[src/rtl/core/hlcd_pkg.sv]
// Shared types and constants for the header/length/checksum frame parser.
package hlcd_pkg;

  // Header byte value that the block uses after reset.
  localparam logic [7:0] HEADER_RESET = 8'h68;

  // The first payload word is flagged as in range when it is below this value.
  localparam logic [15:0] WORD_LIMIT = 16'd4095;

  // One parsed frame, as handed to the result channel.
  typedef struct packed {
    logic [7:0]  command_code;
    logic [7:0]  target_code;
    logic [7:0]  payload_length;
    logic [15:0] first_word;
    logic        word_in_range;
    logic        checksum_ok;
  } frame_result_t;

endpackage

[src/rtl/core/hlcd_if.sv]
// Handshake interfaces for the byte, configuration and frame result channels.
interface hlcd_rx_if;
  logic       valid;
  logic       ready;
  logic [7:0] rx_byte;

  modport source (output valid, output rx_byte, input ready);
  modport sink (input valid, input rx_byte, output ready);
endinterface

interface hlcd_cfg_if;
  logic       valid;
  logic       ready;
  logic [7:0] frame_header;

  modport source (output valid, output frame_header, input ready);
  modport sink (input valid, input frame_header, output ready);
endinterface

interface hlcd_frame_if;
  logic        valid;
  logic        ready;
  logic [7:0]  command_code;
  logic [7:0]  target_code;
  logic [7:0]  payload_length;
  logic [15:0] first_word;
  logic        word_in_range;
  logic        checksum_ok;

  modport source (
    output valid, output command_code, output target_code, output payload_length,
    output first_word, output word_in_range, output checksum_ok, input ready
  );
  modport sink (
    input valid, input command_code, input target_code, input payload_length,
    input first_word, input word_in_range, input checksum_ok, output ready
  );
endinterface

[src/rtl/core/header_length_checksum_deframer.sv]
// Top level of the header/length/checksum frame parser.
//
// Received bytes arrive on the rx channel, one byte per transfer. The block
// hunts for the header byte, then takes a command byte, a target byte, a
// length byte, that many payload bytes and a checksum byte. When the checksum
// byte has been parsed, one transfer on the frame channel carries the command,
// target, length, the first payload word, its range flag and the checksum flag.
// The cfg channel writes the header byte; it is always ready and should only
// be used while no frame is in flight.
// Each accepted byte goes through an input register and is parsed while it
// sits there, once the result register can take a result; the checksum
// byte's result is written to the result register, which drives frame.valid.
// One byte is taken every cycle, limited only by the single-entry input and
// result registers.
// Reset clears the parser to hunting, empties both registers and restores the
// header byte to 0x68. When the receiver stalls, a pending result holds, the
// next byte waits in the input register, and rx.ready drops only once both
// registers are full.
module header_length_checksum_deframer (
  input  logic                 clk,
  input  logic                 rst,
  hlcd_rx_if.sink              rx,
  hlcd_cfg_if.sink             cfg,
  hlcd_frame_if.source         frame
);

  // Header byte register, written from the configuration channel.
  logic [7:0] frame_header;

  // Input register stage.
  logic       in_valid;
  logic [7:0] in_byte;

  // Result register stage.
  logic                    out_valid, out_valid_next;
  hlcd_pkg::frame_result_t out_data;

  // Parser outputs for the byte held in the input register.
  logic                    res_valid;
  hlcd_pkg::frame_result_t res_data;

  // The input register moves on when the result register is empty or is
  // being emptied this cycle.
  logic advance;

  assign advance  = !out_valid || frame.ready;
  assign rx.ready = !in_valid || advance;
  assign cfg.ready = 1'b1;

  always_ff @(posedge clk) begin
    if (rst) begin
      frame_header <= hlcd_pkg::HEADER_RESET;
    end else if (cfg.valid) begin
      frame_header <= cfg.frame_header;
    end
  end

  always_ff @(posedge clk) begin
    if (rst) begin
      in_valid <= 1'b0;
    end else if (rx.ready) begin
      in_valid <= rx.valid;
    end
  end

  always_ff @(posedge clk) begin
    if (rx.ready && rx.valid) begin
      in_byte <= rx.rx_byte;
    end
  end

  hlcd_parser u_parser (
    .clk          (clk),
    .rst          (rst),
    .byte_valid   (in_valid && advance),
    .rx_byte      (in_byte),
    .frame_header (frame_header),
    .result_valid (res_valid),
    .result       (res_data)
  );

  always_comb begin
    out_valid_next = out_valid;
    if (advance) begin
      out_valid_next = in_valid && res_valid;
    end
  end

  always_ff @(posedge clk) begin
    if (rst) begin
      out_valid <= 1'b0;
    end else begin
      out_valid <= out_valid_next;
    end
  end

  always_ff @(posedge clk) begin
    if (advance && in_valid && res_valid) begin
      out_data <= res_data;
    end
  end

  assign frame.valid          = out_valid;
  assign frame.command_code   = out_data.command_code;
  assign frame.target_code    = out_data.target_code;
  assign frame.payload_length = out_data.payload_length;
  assign frame.first_word     = out_data.first_word;
  assign frame.word_in_range  = out_data.word_in_range;
  assign frame.checksum_ok    = out_data.checksum_ok;

  // With the result register empty, the block must always take a byte.
  assert property (@(posedge clk) disable iff (rst) !out_valid |-> rx.ready)
    else $error("rx not ready while result register is empty");

  // A result can only come from a byte that sits in the input register.
  assert property (@(posedge clk) disable iff (rst) res_valid && advance |-> in_valid)
    else $error("parser produced a result without an input byte");

  // A byte held back by a stalled result keeps its value.
  assert property (@(posedge clk) disable iff (rst)
    in_valid && !advance |=> in_valid && $stable(in_byte))
    else $error("stalled input byte was lost or changed");

  // Reset leaves no result pending.
  assert property (@(posedge clk) rst |=> !out_valid)
    else $error("result pending right after reset");

endmodule

[src/rtl/core/hlcd_parser.sv]
// Frame parsing state machine: phase, running sum and held frame fields.
module hlcd_parser (
  input  logic                       clk,
  input  logic                       rst,
  input  logic                       byte_valid,
  input  logic [7:0]                 rx_byte,
  input  logic [7:0]                 frame_header,
  output logic                       result_valid,
  output hlcd_pkg::frame_result_t    result
);

  localparam logic [2:0] PH_HUNT = 3'd0;
  localparam logic [2:0] PH_CMD  = 3'd1;
  localparam logic [2:0] PH_TGT  = 3'd2;
  localparam logic [2:0] PH_LEN  = 3'd3;
  localparam logic [2:0] PH_PAY  = 3'd4;
  localparam logic [2:0] PH_CHK  = 3'd5;

  logic [2:0]  phase, phase_next;
  logic [7:0]  running_sum, running_sum_next;
  logic [7:0]  payload_count, payload_count_next;
  logic [7:0]  held_command, held_command_next;
  logic [7:0]  held_target, held_target_next;
  logic [7:0]  held_length, held_length_next;
  logic [15:0] held_word, held_word_next;
  logic [7:0]  sum_plus_byte;
  logic [7:0]  count_plus_one;

  assign sum_plus_byte  = running_sum + rx_byte;
  assign count_plus_one = payload_count + 8'd1;

  always_comb begin
    phase_next         = phase;
    running_sum_next   = running_sum;
    payload_count_next = payload_count;
    held_command_next  = held_command;
    held_target_next   = held_target;
    held_length_next   = held_length;
    held_word_next     = held_word;
    result_valid       = 1'b0;

    result.command_code   = held_command;
    result.target_code    = held_target;
    result.payload_length = held_length;
    result.first_word     = held_word;
    result.word_in_range  = (held_word < hlcd_pkg::WORD_LIMIT);
    result.checksum_ok    = (running_sum == rx_byte);

    if (byte_valid) begin
      unique case (phase)
        PH_CMD: begin
          held_command_next = rx_byte;
          running_sum_next  = sum_plus_byte;
          phase_next        = PH_TGT;
        end
        PH_TGT: begin
          held_target_next = rx_byte;
          running_sum_next = sum_plus_byte;
          phase_next       = PH_LEN;
        end
        PH_LEN: begin
          held_length_next   = rx_byte;
          running_sum_next   = sum_plus_byte;
          payload_count_next = 8'd0;
          held_word_next     = 16'd0;
          phase_next         = (rx_byte == 8'd0) ? PH_CHK : PH_PAY;
        end
        PH_PAY: begin
          running_sum_next = sum_plus_byte;
          if (payload_count == 8'd0) begin
            held_word_next = {rx_byte, 8'd0};
          end else if (payload_count == 8'd1) begin
            held_word_next = {held_word[15:8], rx_byte};
          end
          payload_count_next = count_plus_one;
          if (count_plus_one == held_length) begin
            phase_next = PH_CHK;
          end
        end
        PH_CHK: begin
          result_valid     = 1'b1;
          running_sum_next = 8'd0;
          phase_next       = PH_HUNT;
        end
        default: begin
          // Hunting, and the two unused phase codes behave the same way.
          if (rx_byte == frame_header) begin
            running_sum_next = rx_byte;
            phase_next       = PH_CMD;
          end else begin
            phase_next = PH_HUNT;
          end
        end
      endcase
    end
  end

  always_ff @(posedge clk) begin
    if (rst) begin
      phase         <= PH_HUNT;
      running_sum   <= 8'd0;
      payload_count <= 8'd0;
      held_command  <= 8'd0;
      held_target   <= 8'd0;
      held_length   <= 8'd0;
      held_word     <= 16'd0;
    end else begin
      phase         <= phase_next;
      running_sum   <= running_sum_next;
      payload_count <= payload_count_next;
      held_command  <= held_command_next;
      held_target   <= held_target_next;
      held_length   <= held_length_next;
      held_word     <= held_word_next;
    end
  end

endmodule
[src/flat_wrapper.sv]
// flat-port wrapper written by rule: the top's interface ports become plain ports
module header_length_checksum_deframer_flat 
  (clk, rst, rx_valid, rx_rx_byte, rx_ready, cfg_valid, cfg_frame_header, cfg_ready, frame_valid, frame_command_code, frame_target_code, frame_payload_length, frame_first_word, frame_word_in_range, frame_checksum_ok, frame_ready);
  hlcd_rx_if rx_i ();
  hlcd_cfg_if cfg_i ();
  hlcd_frame_if frame_i ();
  input  logic clk;
  input  logic rst;
  input wire logic [$bits(rx_i.valid)-1:0] rx_valid;
  input wire logic [$bits(rx_i.rx_byte)-1:0] rx_rx_byte;
  output wire logic [$bits(rx_i.ready)-1:0] rx_ready;
  input wire logic [$bits(cfg_i.valid)-1:0] cfg_valid;
  input wire logic [$bits(cfg_i.frame_header)-1:0] cfg_frame_header;
  output wire logic [$bits(cfg_i.ready)-1:0] cfg_ready;
  output wire logic [$bits(frame_i.valid)-1:0] frame_valid;
  output wire logic [$bits(frame_i.command_code)-1:0] frame_command_code;
  output wire logic [$bits(frame_i.target_code)-1:0] frame_target_code;
  output wire logic [$bits(frame_i.payload_length)-1:0] frame_payload_length;
  output wire logic [$bits(frame_i.first_word)-1:0] frame_first_word;
  output wire logic [$bits(frame_i.word_in_range)-1:0] frame_word_in_range;
  output wire logic [$bits(frame_i.checksum_ok)-1:0] frame_checksum_ok;
  input wire logic [$bits(frame_i.ready)-1:0] frame_ready;
  assign rx_i.valid = rx_valid;
  assign rx_i.rx_byte = rx_rx_byte;
  assign rx_ready = rx_i.ready;
  assign cfg_i.valid = cfg_valid;
  assign cfg_i.frame_header = cfg_frame_header;
  assign cfg_ready = cfg_i.ready;
  assign frame_valid = frame_i.valid;
  assign frame_command_code = frame_i.command_code;
  assign frame_target_code = frame_i.target_code;
  assign frame_payload_length = frame_i.payload_length;
  assign frame_first_word = frame_i.first_word;
  assign frame_word_in_range = frame_i.word_in_range;
  assign frame_checksum_ok = frame_i.checksum_ok;
  assign frame_i.ready = frame_ready;
  header_length_checksum_deframer u_core (.clk(clk), .rst(rst), .rx(rx_i), .cfg(cfg_i), .frame(frame_i));
endmodule
[config.mk]
export PLATFORM = sky130hd
export DESIGN_NAME = header_length_checksum_deframer_flat
export DESIGN_NICKNAME = d
export VERILOG_FILES = /design/src/rtl/core/hlcd_pkg.sv /design/src/rtl/core/hlcd_if.sv /design/src/rtl/core/header_length_checksum_deframer.sv /design/src/rtl/core/hlcd_parser.sv /design/src/flat_wrapper.sv
export SDC_FILE = /design/constraint.sdc
export NUM_CORES = 1
export LEC_CHECK = 0
export BUFFER_PORTS_ARGS = -buffer_cell sky130_fd_sc_hd__buf_4
export CORE_UTILIZATION = 57
export CTS_CLUSTER_SIZE = 24
export DETAILED_ROUTE_END_ITERATION = 12
export PLACE_DENSITY = 0.79
export SKIP_LAST_GASP = 1
export SLEW_MARGIN = 40
export SYNTH_ARGS = -nofsm -noshare
export SYNTH_HDL_FRONTEND = slang
export SYNTH_SLANG_ARGS = --single-unit
[constraint.sdc]
create_clock -name clk -period 2.7 [get_ports clk]
set_clock_uncertainty 0.1 [all_clocks]
set_input_delay 0.135 -clock clk [delete_from_list [all_inputs] [get_ports clk]]
set_output_delay 0.135 -clock clk [all_outputs]
set_load 0.05 [all_outputs]
==> impl_results.md, run 1 <==
- I/O pin count: 66
- Initial antenna violation count: 0
- Clk pin slew, worst setup/hold paths: 0.06 ns
- Fillers: 581
- I/O Buffers: 64
- Layout cells sized above 1: 0.2098
- Gate Count Post-Synth: 467
- Crit-path slowest cell: fa_1
- Chip height: 96.50 µm
- Status: finished, final reports clean
- Worst slew pin tran: 0.7977 ns
- Max-Cap Viols: 0
- Critical path type: flop to flop
- Power Density: 651.8 nW/µm²
- CORE AREA: 8678 µm²
- Crit path max fanout: 3
- Startpoint Class: flop
- Initial Util: 0.5865
- Synth top area share: 0.2950
- Mean Syn Cell Area: 10.90 µm²
- Die width: 96.50 µm
- Post-DP HPWL: 7.263 mm
- Starting DRT DRC Count: 272
- Setup WS post-layout: 0.3139 ns
- Drt total wl: 11.95 mm
- Period utilization: 0.8838
- Post-CTS sizing: 0
- DRT antenna net count: 0
- Commonest cells in the netlist: dfxtp_1, nor2_1, edfxtp_1
- Non-Filler Instances: 680
- Final setup fails: 0
- Count leader, synth: dfxtp_1
- CP most frequent cell: nor3_1
- GRT overflow: 0
- Sequential fraction of the synthesis area: 0.5664
- RSZ-0062 raised after global routing: false
- Largest area contributor in the netlist: edfxtp_1
- Most used DFF post-synth: dfxtp_1
- Placer Congestion: 0.9439
- Fraction of registers with async set or reset after synthesis: 0
- Final hold violation count: 0
- # DRC: 0
- Yosys warns: 0
- Syn_nets: 499
- WL per Instance: 17.57 µm
- Routed vias/inst: 5.859
- Clock latency on the worst-skew pair: 0.52 ns
- Synthesized area: 5090 µm²
- Final nets: 591
- Crit end category: flop
- CP required: 2.97 ns
- Via count: 3984
- Max-slew violations: 0
- Clock Root Buffer: clkbuf_8
- FP Rows: 34
- Total Power: 4.259 mW
- Worst EP arrival: 2.65 ns
- TritonCTS Sinks: 119
- First-pass GRT wire length: 18.55 mm
- FMAX: 419.1 MHz
- Synth top area cells: edfxtp_1, dfxtp_1, mux2i_1, nor2_1, a21oi_1
- Post-Place Worst Slack: 0.3643 ns
- CTS Buffer Depth: 2
- H-Tree Depth: 4
- Vias in the first global route: 3771
- Worst slew margin: 0.4657
- TritonCTS clock tree: done
- Cts bufs inserted: 17
- #FFs+latches synth: 119
- Max incr delay on CP: 0.43 ns
- Number of setup buffers added after CTS: 0
- P&R area growth vs syn: 28.37%
- Hold Buf Count CTS: 27
- Fin crit period: 2.386 ns
- P_leak: 2.546 nW
- Initial DRT Pass Iterations: 7
- Antenna cell count: 0
- Post-synthesis cell type count: 61
- Setup TNS: 0 ns
- Dpl cells: 621
- Number of flops mapped to enable cells by yosys: 50
- Total GRT Usage: 0.2750
- Critical-path cell list: ha_1 -> fa_1 -> a21o_1 -> a211oi_1 -> nor3_1 -> a2111oi_0 -> nor3_1
- Peak VDD IR: 0.0004377 V
- Die area: 9311 µm²
- HP Class: input pin to flop
- Pin count of the biggest net entering global routing: 70
[state kept, by name (all words and copies together) (netlist names), 8 cells and up]
register and flops:
u_core.u_parser.held_word 16, u_core.u_parser.held_target 8, u_core.u_parser.held_length 8, u_core.frame.command_code 8
u_core.frame_header 8, u_core.frame.target_code 8, u_core.u_parser.payload_count 8, u_core.u_parser.held_command 8
u_core.u_parser.running_sum 8, u_core.in_byte 8, u_core.frame.payload_length 8, u_core.frame.first_word 16
[power breakdown]
| part | internal, mW | leakage [nW] | switching, mW |
|---|---|---|---|
| combinational | 0.0973 | 1.32 | 0.103 |
| sequential | 1.88 | 0.959 | 0.0278 |
| clock | 1.31 | 0.272 | 0.836 |
[worst paths after layout]
check / startpoint / to / slack, ns / cells after the start
max reg2reg: u_core.in_byte[0]$_DFFE_PP_ / u_core.u_parser.running_sum[4]$_SDFFE_PP0P_ / 0.31 / 7
max: u_core.in_byte[0]$_DFFE_PP_ / u_core.u_parser.running_sum[4]$_SDFFE_PP0P_ / 0.31 / 7
min: rst / u_core.u_parser.held_length[4]$_SDFFE_PP0P_ / 0.05 / 2
min reg2reg: u_core.u_parser.held_command[1]$_SDFFE_PP0P_ / u_core.frame.command_code[1]$_DFFE_PP_ / 0.33 / 0
[cells by family after synthesis]
| group | Yosys count | share of synthesized area |
|---|---|---|
| adder cells (fa/ha/maj) | 11 | 0.02852 |
| buffers and inverters | 38 | 0.03048 |
| XOR/XNOR | 18 | 0.03097 |
| AND/OR/NAND/NOR | 153 | 0.1512 |
| multiplexers | 31 | 0.06096 |
| AO/OA/AOI/OAI | 96 | 0.1308 |
| flip-flops | 119 | 0.5664 |
| other | 1 | 0.0007368 |
[through the flow]
stage | util | hold WS (ns) | cell area (µm²)
CTS | 0.7529 | 0.03620 | 6534
floorplan | - | 0.1339 | 5090
finish | 0.7529 | 0.04565 | 6534
global placement | 0.6563 | 0.2131 | 5695
detailed placement | 0.6563 | 0.2143 | 5695
global route | 0.7529 | 0.05667 | 6534
[cell usage in the layout (no fill, tap or decap), types with 9 or more instances in the layout]
cell type	instances
buf_4	78
dfxtp_1	69
nor2_1	58
edfxtp_1	50
mux2i_1	31
a21oi_1	30
dlygate4sd3_1	27
nand2_1	21
clkbuf_16	16
nand3_1	15
xnor2_1	14
a22oi_1	11
ha_1	10
a211oi_1	9
[per-layer routing]
metal	wire (µm)	share of wire	global-route usage
met1	4911	0.41	0.3271
met2	5928	0.50	0.4525
met3	719	0.060	0.07590
met4	388	0.032	0.1458
met5	0	0	0
[worst max-delay path: cells and delay by family (launching register included)]
kind / cells / cell delay, ns
adder cells (fa/ha/maj): 2 / 0.67
flip-flops: 1 / 0.40
AND/OR/NAND/NOR: 2 / 0.18
AO/OA/AOI/OAI: 3 / 0.88
[cell type report]
class | instances | area [µm²] | share of cell area
Clock inverter | 15 | 153.9 | 0.02355
Sequential cell | 119 | 2883 | 0.4412
Tap cell | 108 | 135.1 | 0.02068
Clock buffer | 17 | 414.1 | 0.06339
Inverter | 5 | 18.77 | 0.002872
Multi-Input combinational cell | 310 | 2053 | 0.3142
Timing Repair Buffer | 106 | 875.8 | 0.1340
(Power assumes the default switching activity.)
==> run 2: changes to the inputs <==
--- a/config.mk
+++ b/config.mk
@@ -6,10 +6,11 @@
 export NUM_CORES = 1
 export LEC_CHECK = 0
 export BUFFER_PORTS_ARGS = -buffer_cell sky130_fd_sc_hd__buf_4
-export CORE_UTILIZATION = 57
+export CORE_UTILIZATION = 59
 export CTS_CLUSTER_SIZE = 24
 export DETAILED_ROUTE_END_ITERATION = 12
-export PLACE_DENSITY = 0.79
+export PLACE_DENSITY = 0.81
+export SETUP_SLACK_MARGIN = 0.4
 export SKIP_LAST_GASP = 1
 export SLEW_MARGIN = 40
 export SYNTH_ARGS = -nofsm -noshare
==> constraint.sdc (replaced) <==
create_clock -name clk -period 2.9 [get_ports clk]
set_clock_uncertainty 0.1 [all_clocks]
set_input_delay 0.145 -clock clk [delete_from_list [all_inputs] [get_ports clk]]
set_output_delay 0.145 -clock clk [all_outputs]
set_load 0.05 [all_outputs]
==> impl_results.md, run 2 (synthesis gave the netlist of run 1 again) <==
- Final hold violation count: 0
- Cell Area, Placed: 5669 µm²
- P_leak: 2.564 nW
- First-pass GRT wire length: 19.77 mm
- Crit-path slowest cell: dfxtp_1
- Setup TNS: 0 ns
- DRT antenna net count: 0
- Max incr delay on CP: 0.49 ns
- Post-route cell area: 6573 µm²
- Total Power: 4.192 mW
- Critical-path cell list: ha_2 -> nand3_2 -> or3_4 -> a2111oi_4 -> o211ai_2 -> a2111oi_2
- Max-Cap Viols: 0
- Placer Congestion: 0.9019
- Switching share of power: 0.2225
- Die area: 9002 µm²
- FMAX: 414.9 MHz
- Crit path max fanout: 8
- RSZ-0062 raised after global routing: false
- Chip height: 94.88 µm
- Status: finished, final reports clean
- Routed vias/inst: 6.019
- I/O Buffers: 64
- Fin crit period: 2.410 ns
- CTS Buffer Depth: 2
- Initial Util: 0.6133
- Clk pin slew, worst setup/hold paths: 0.06 ns
- Final setup fails: 0
- Leading cell type in the layout, fill and taps excluded: buf_4
- TritonCTS clock tree: done
- Clock network power share: 0.531
- Combinational fraction of design power: 0.043
- Internal: 3.260 mW
- Clock Root Buffer: clkbuf_8
- HP Class: input pin to flop
- Pin count of the biggest net entering global routing: 70
- Initial antenna violation count: 0
- Period utilization: 0.8311
- TritonCTS Sinks: 119
- Die width: 94.88 µm
- Cts bufs inserted: 17
- Post-Place Worst Slack: 0.4723 ns
- FP Rows: 33
- P&R area growth vs syn: 29.13%
- Peak VDD IR: 0.0004140 V
- Setup WS post-layout: 0.4898 ns
- CORE AREA: 8299 µm²
- Fillers: 478
- Worst slew pin tran: 0.7525 ns
- Clock latency on the worst-skew pair: 0.52 ns
- # DRC: 0
- Via count: 4057
- I/O pin count: 66
- Starting DRT DRC Count: 272
- Worst slew margin: 0.4983
- CP required: 3.21 ns
- Initial DRT Pass Iterations: 6
- Post-DP HPWL: 7.312 mm
- Psw: 0.9326 mW
- Total GRT Usage: 0.2962
- Crit end category: flop
- Flop pwr share: 0.426
- Critical path type: flop to flop
- WL per Instance: 18.68 µm
- Worst EP arrival: 2.72 ns
- Power Density: 637.8 nW/µm²
- Drt total wl: 12.59 mm
- Startpoint Class: flop
- H-Tree Depth: 4
- Layout cells sized above 1: 0.2091
- Antenna cell count: 0
- Final nets: 588
- Vias in the first global route: 4034
- Most frequent cells in the layout: buf_4, dfxtp_1, nor2_1, edfxtp_1, mux2i_1
- Max-slew violations: 0
- GRT overflow: 0
## run 2: repair_timing
item | in CTS | in global routing
setup endpoints to repair | 0 | 1
endpoints found under the hold margin | 18 | 0
hold buffers | 27 | 0
setup buffers | 0 | 0
resized for setup | 0 | 1
## run 2: path summary, 6_finish.rpt
path / start / endpoint / slack [ns] / cells past startpoint
hold reg to reg: u_core.u_parser.held_command[7]$_SDFFE_PP0P_ / u_core.frame.command_code[7]$_DFFE_PP_ / 0.33 / 0
setup reg to reg: u_core.u_parser.payload_count[0]$_SDFFE_PP0P_ / u_core.u_parser.phase[0]$_SDFFE_PP0P_ / 0.49 / 6
hold / removal: rst / u_core.u_parser.held_target[3]$_SDFFE_PP0P_ / 0.08 / 2
setup / recovery: u_core.u_parser.payload_count[0]$_SDFFE_PP0P_ / u_core.u_parser.phase[0]$_SDFFE_PP0P_ / 0.49 / 6
## run 2: worst max-delay path: cells and delay by family (launching register included)
| kind | cells | cell delay [ns] |
|---|---|---|
| compound gates | 3 | 0.84 |
| fa+ha+maj | 1 | 0.31 |
| flops | 1 | 0.49 |
| simple gates | 2 | 0.57 |
## run 2: layout make-up
cell class / count / area [µm²] / area share
repair buffers: 103 / 853.3 / 0.1298
inverters: 5 / 18.77 / 0.002856
multi-input cells: 310 / 2056 / 0.3128
clock inverters: 15 / 216.5 / 0.03293
well taps: 105 / 131.4 / 0.01999
clock buffers: 17 / 414.1 / 0.06301
flip-flops and latches: 119 / 2883 / 0.4386
## run 2: stage by stage
stage	hold slack, ns	util	std cells
2_1_floorplan	0.1439	-	467
3_3_place_gp	0.2231	0.6831	615
3_5_place_dp	0.2244	0.6831	615
4_1_cts	0.06694	0.7916	674
5_1_grt	0.09561	0.7919	674
6_report	0.08258	0.7919	674
## run 2: power groups by stage
stage / Clock [mW] / Sequential [mW] / Combinational (mW)
after global placement: 0 / 1.82 / 0.138
after CTS: 2.24 / 1.78 / 0.174
after global routing: 2.33 / 1.78 / 0.191
after floorplan: 0 / 1.80 / 0.101
after detailed placement: 0 / 1.82 / 0.141
final: 2.23 / 1.78 / 0.181
## run 2: per-layer routing
metal	GRT usage	vias up	routed length, µm
met4	0.1604	0	387
met3	0.08132	42	928
met1	0.3409	1924	4839
li1	-	1884	-
met5	0	-	0
met2	0.4988	207	6438
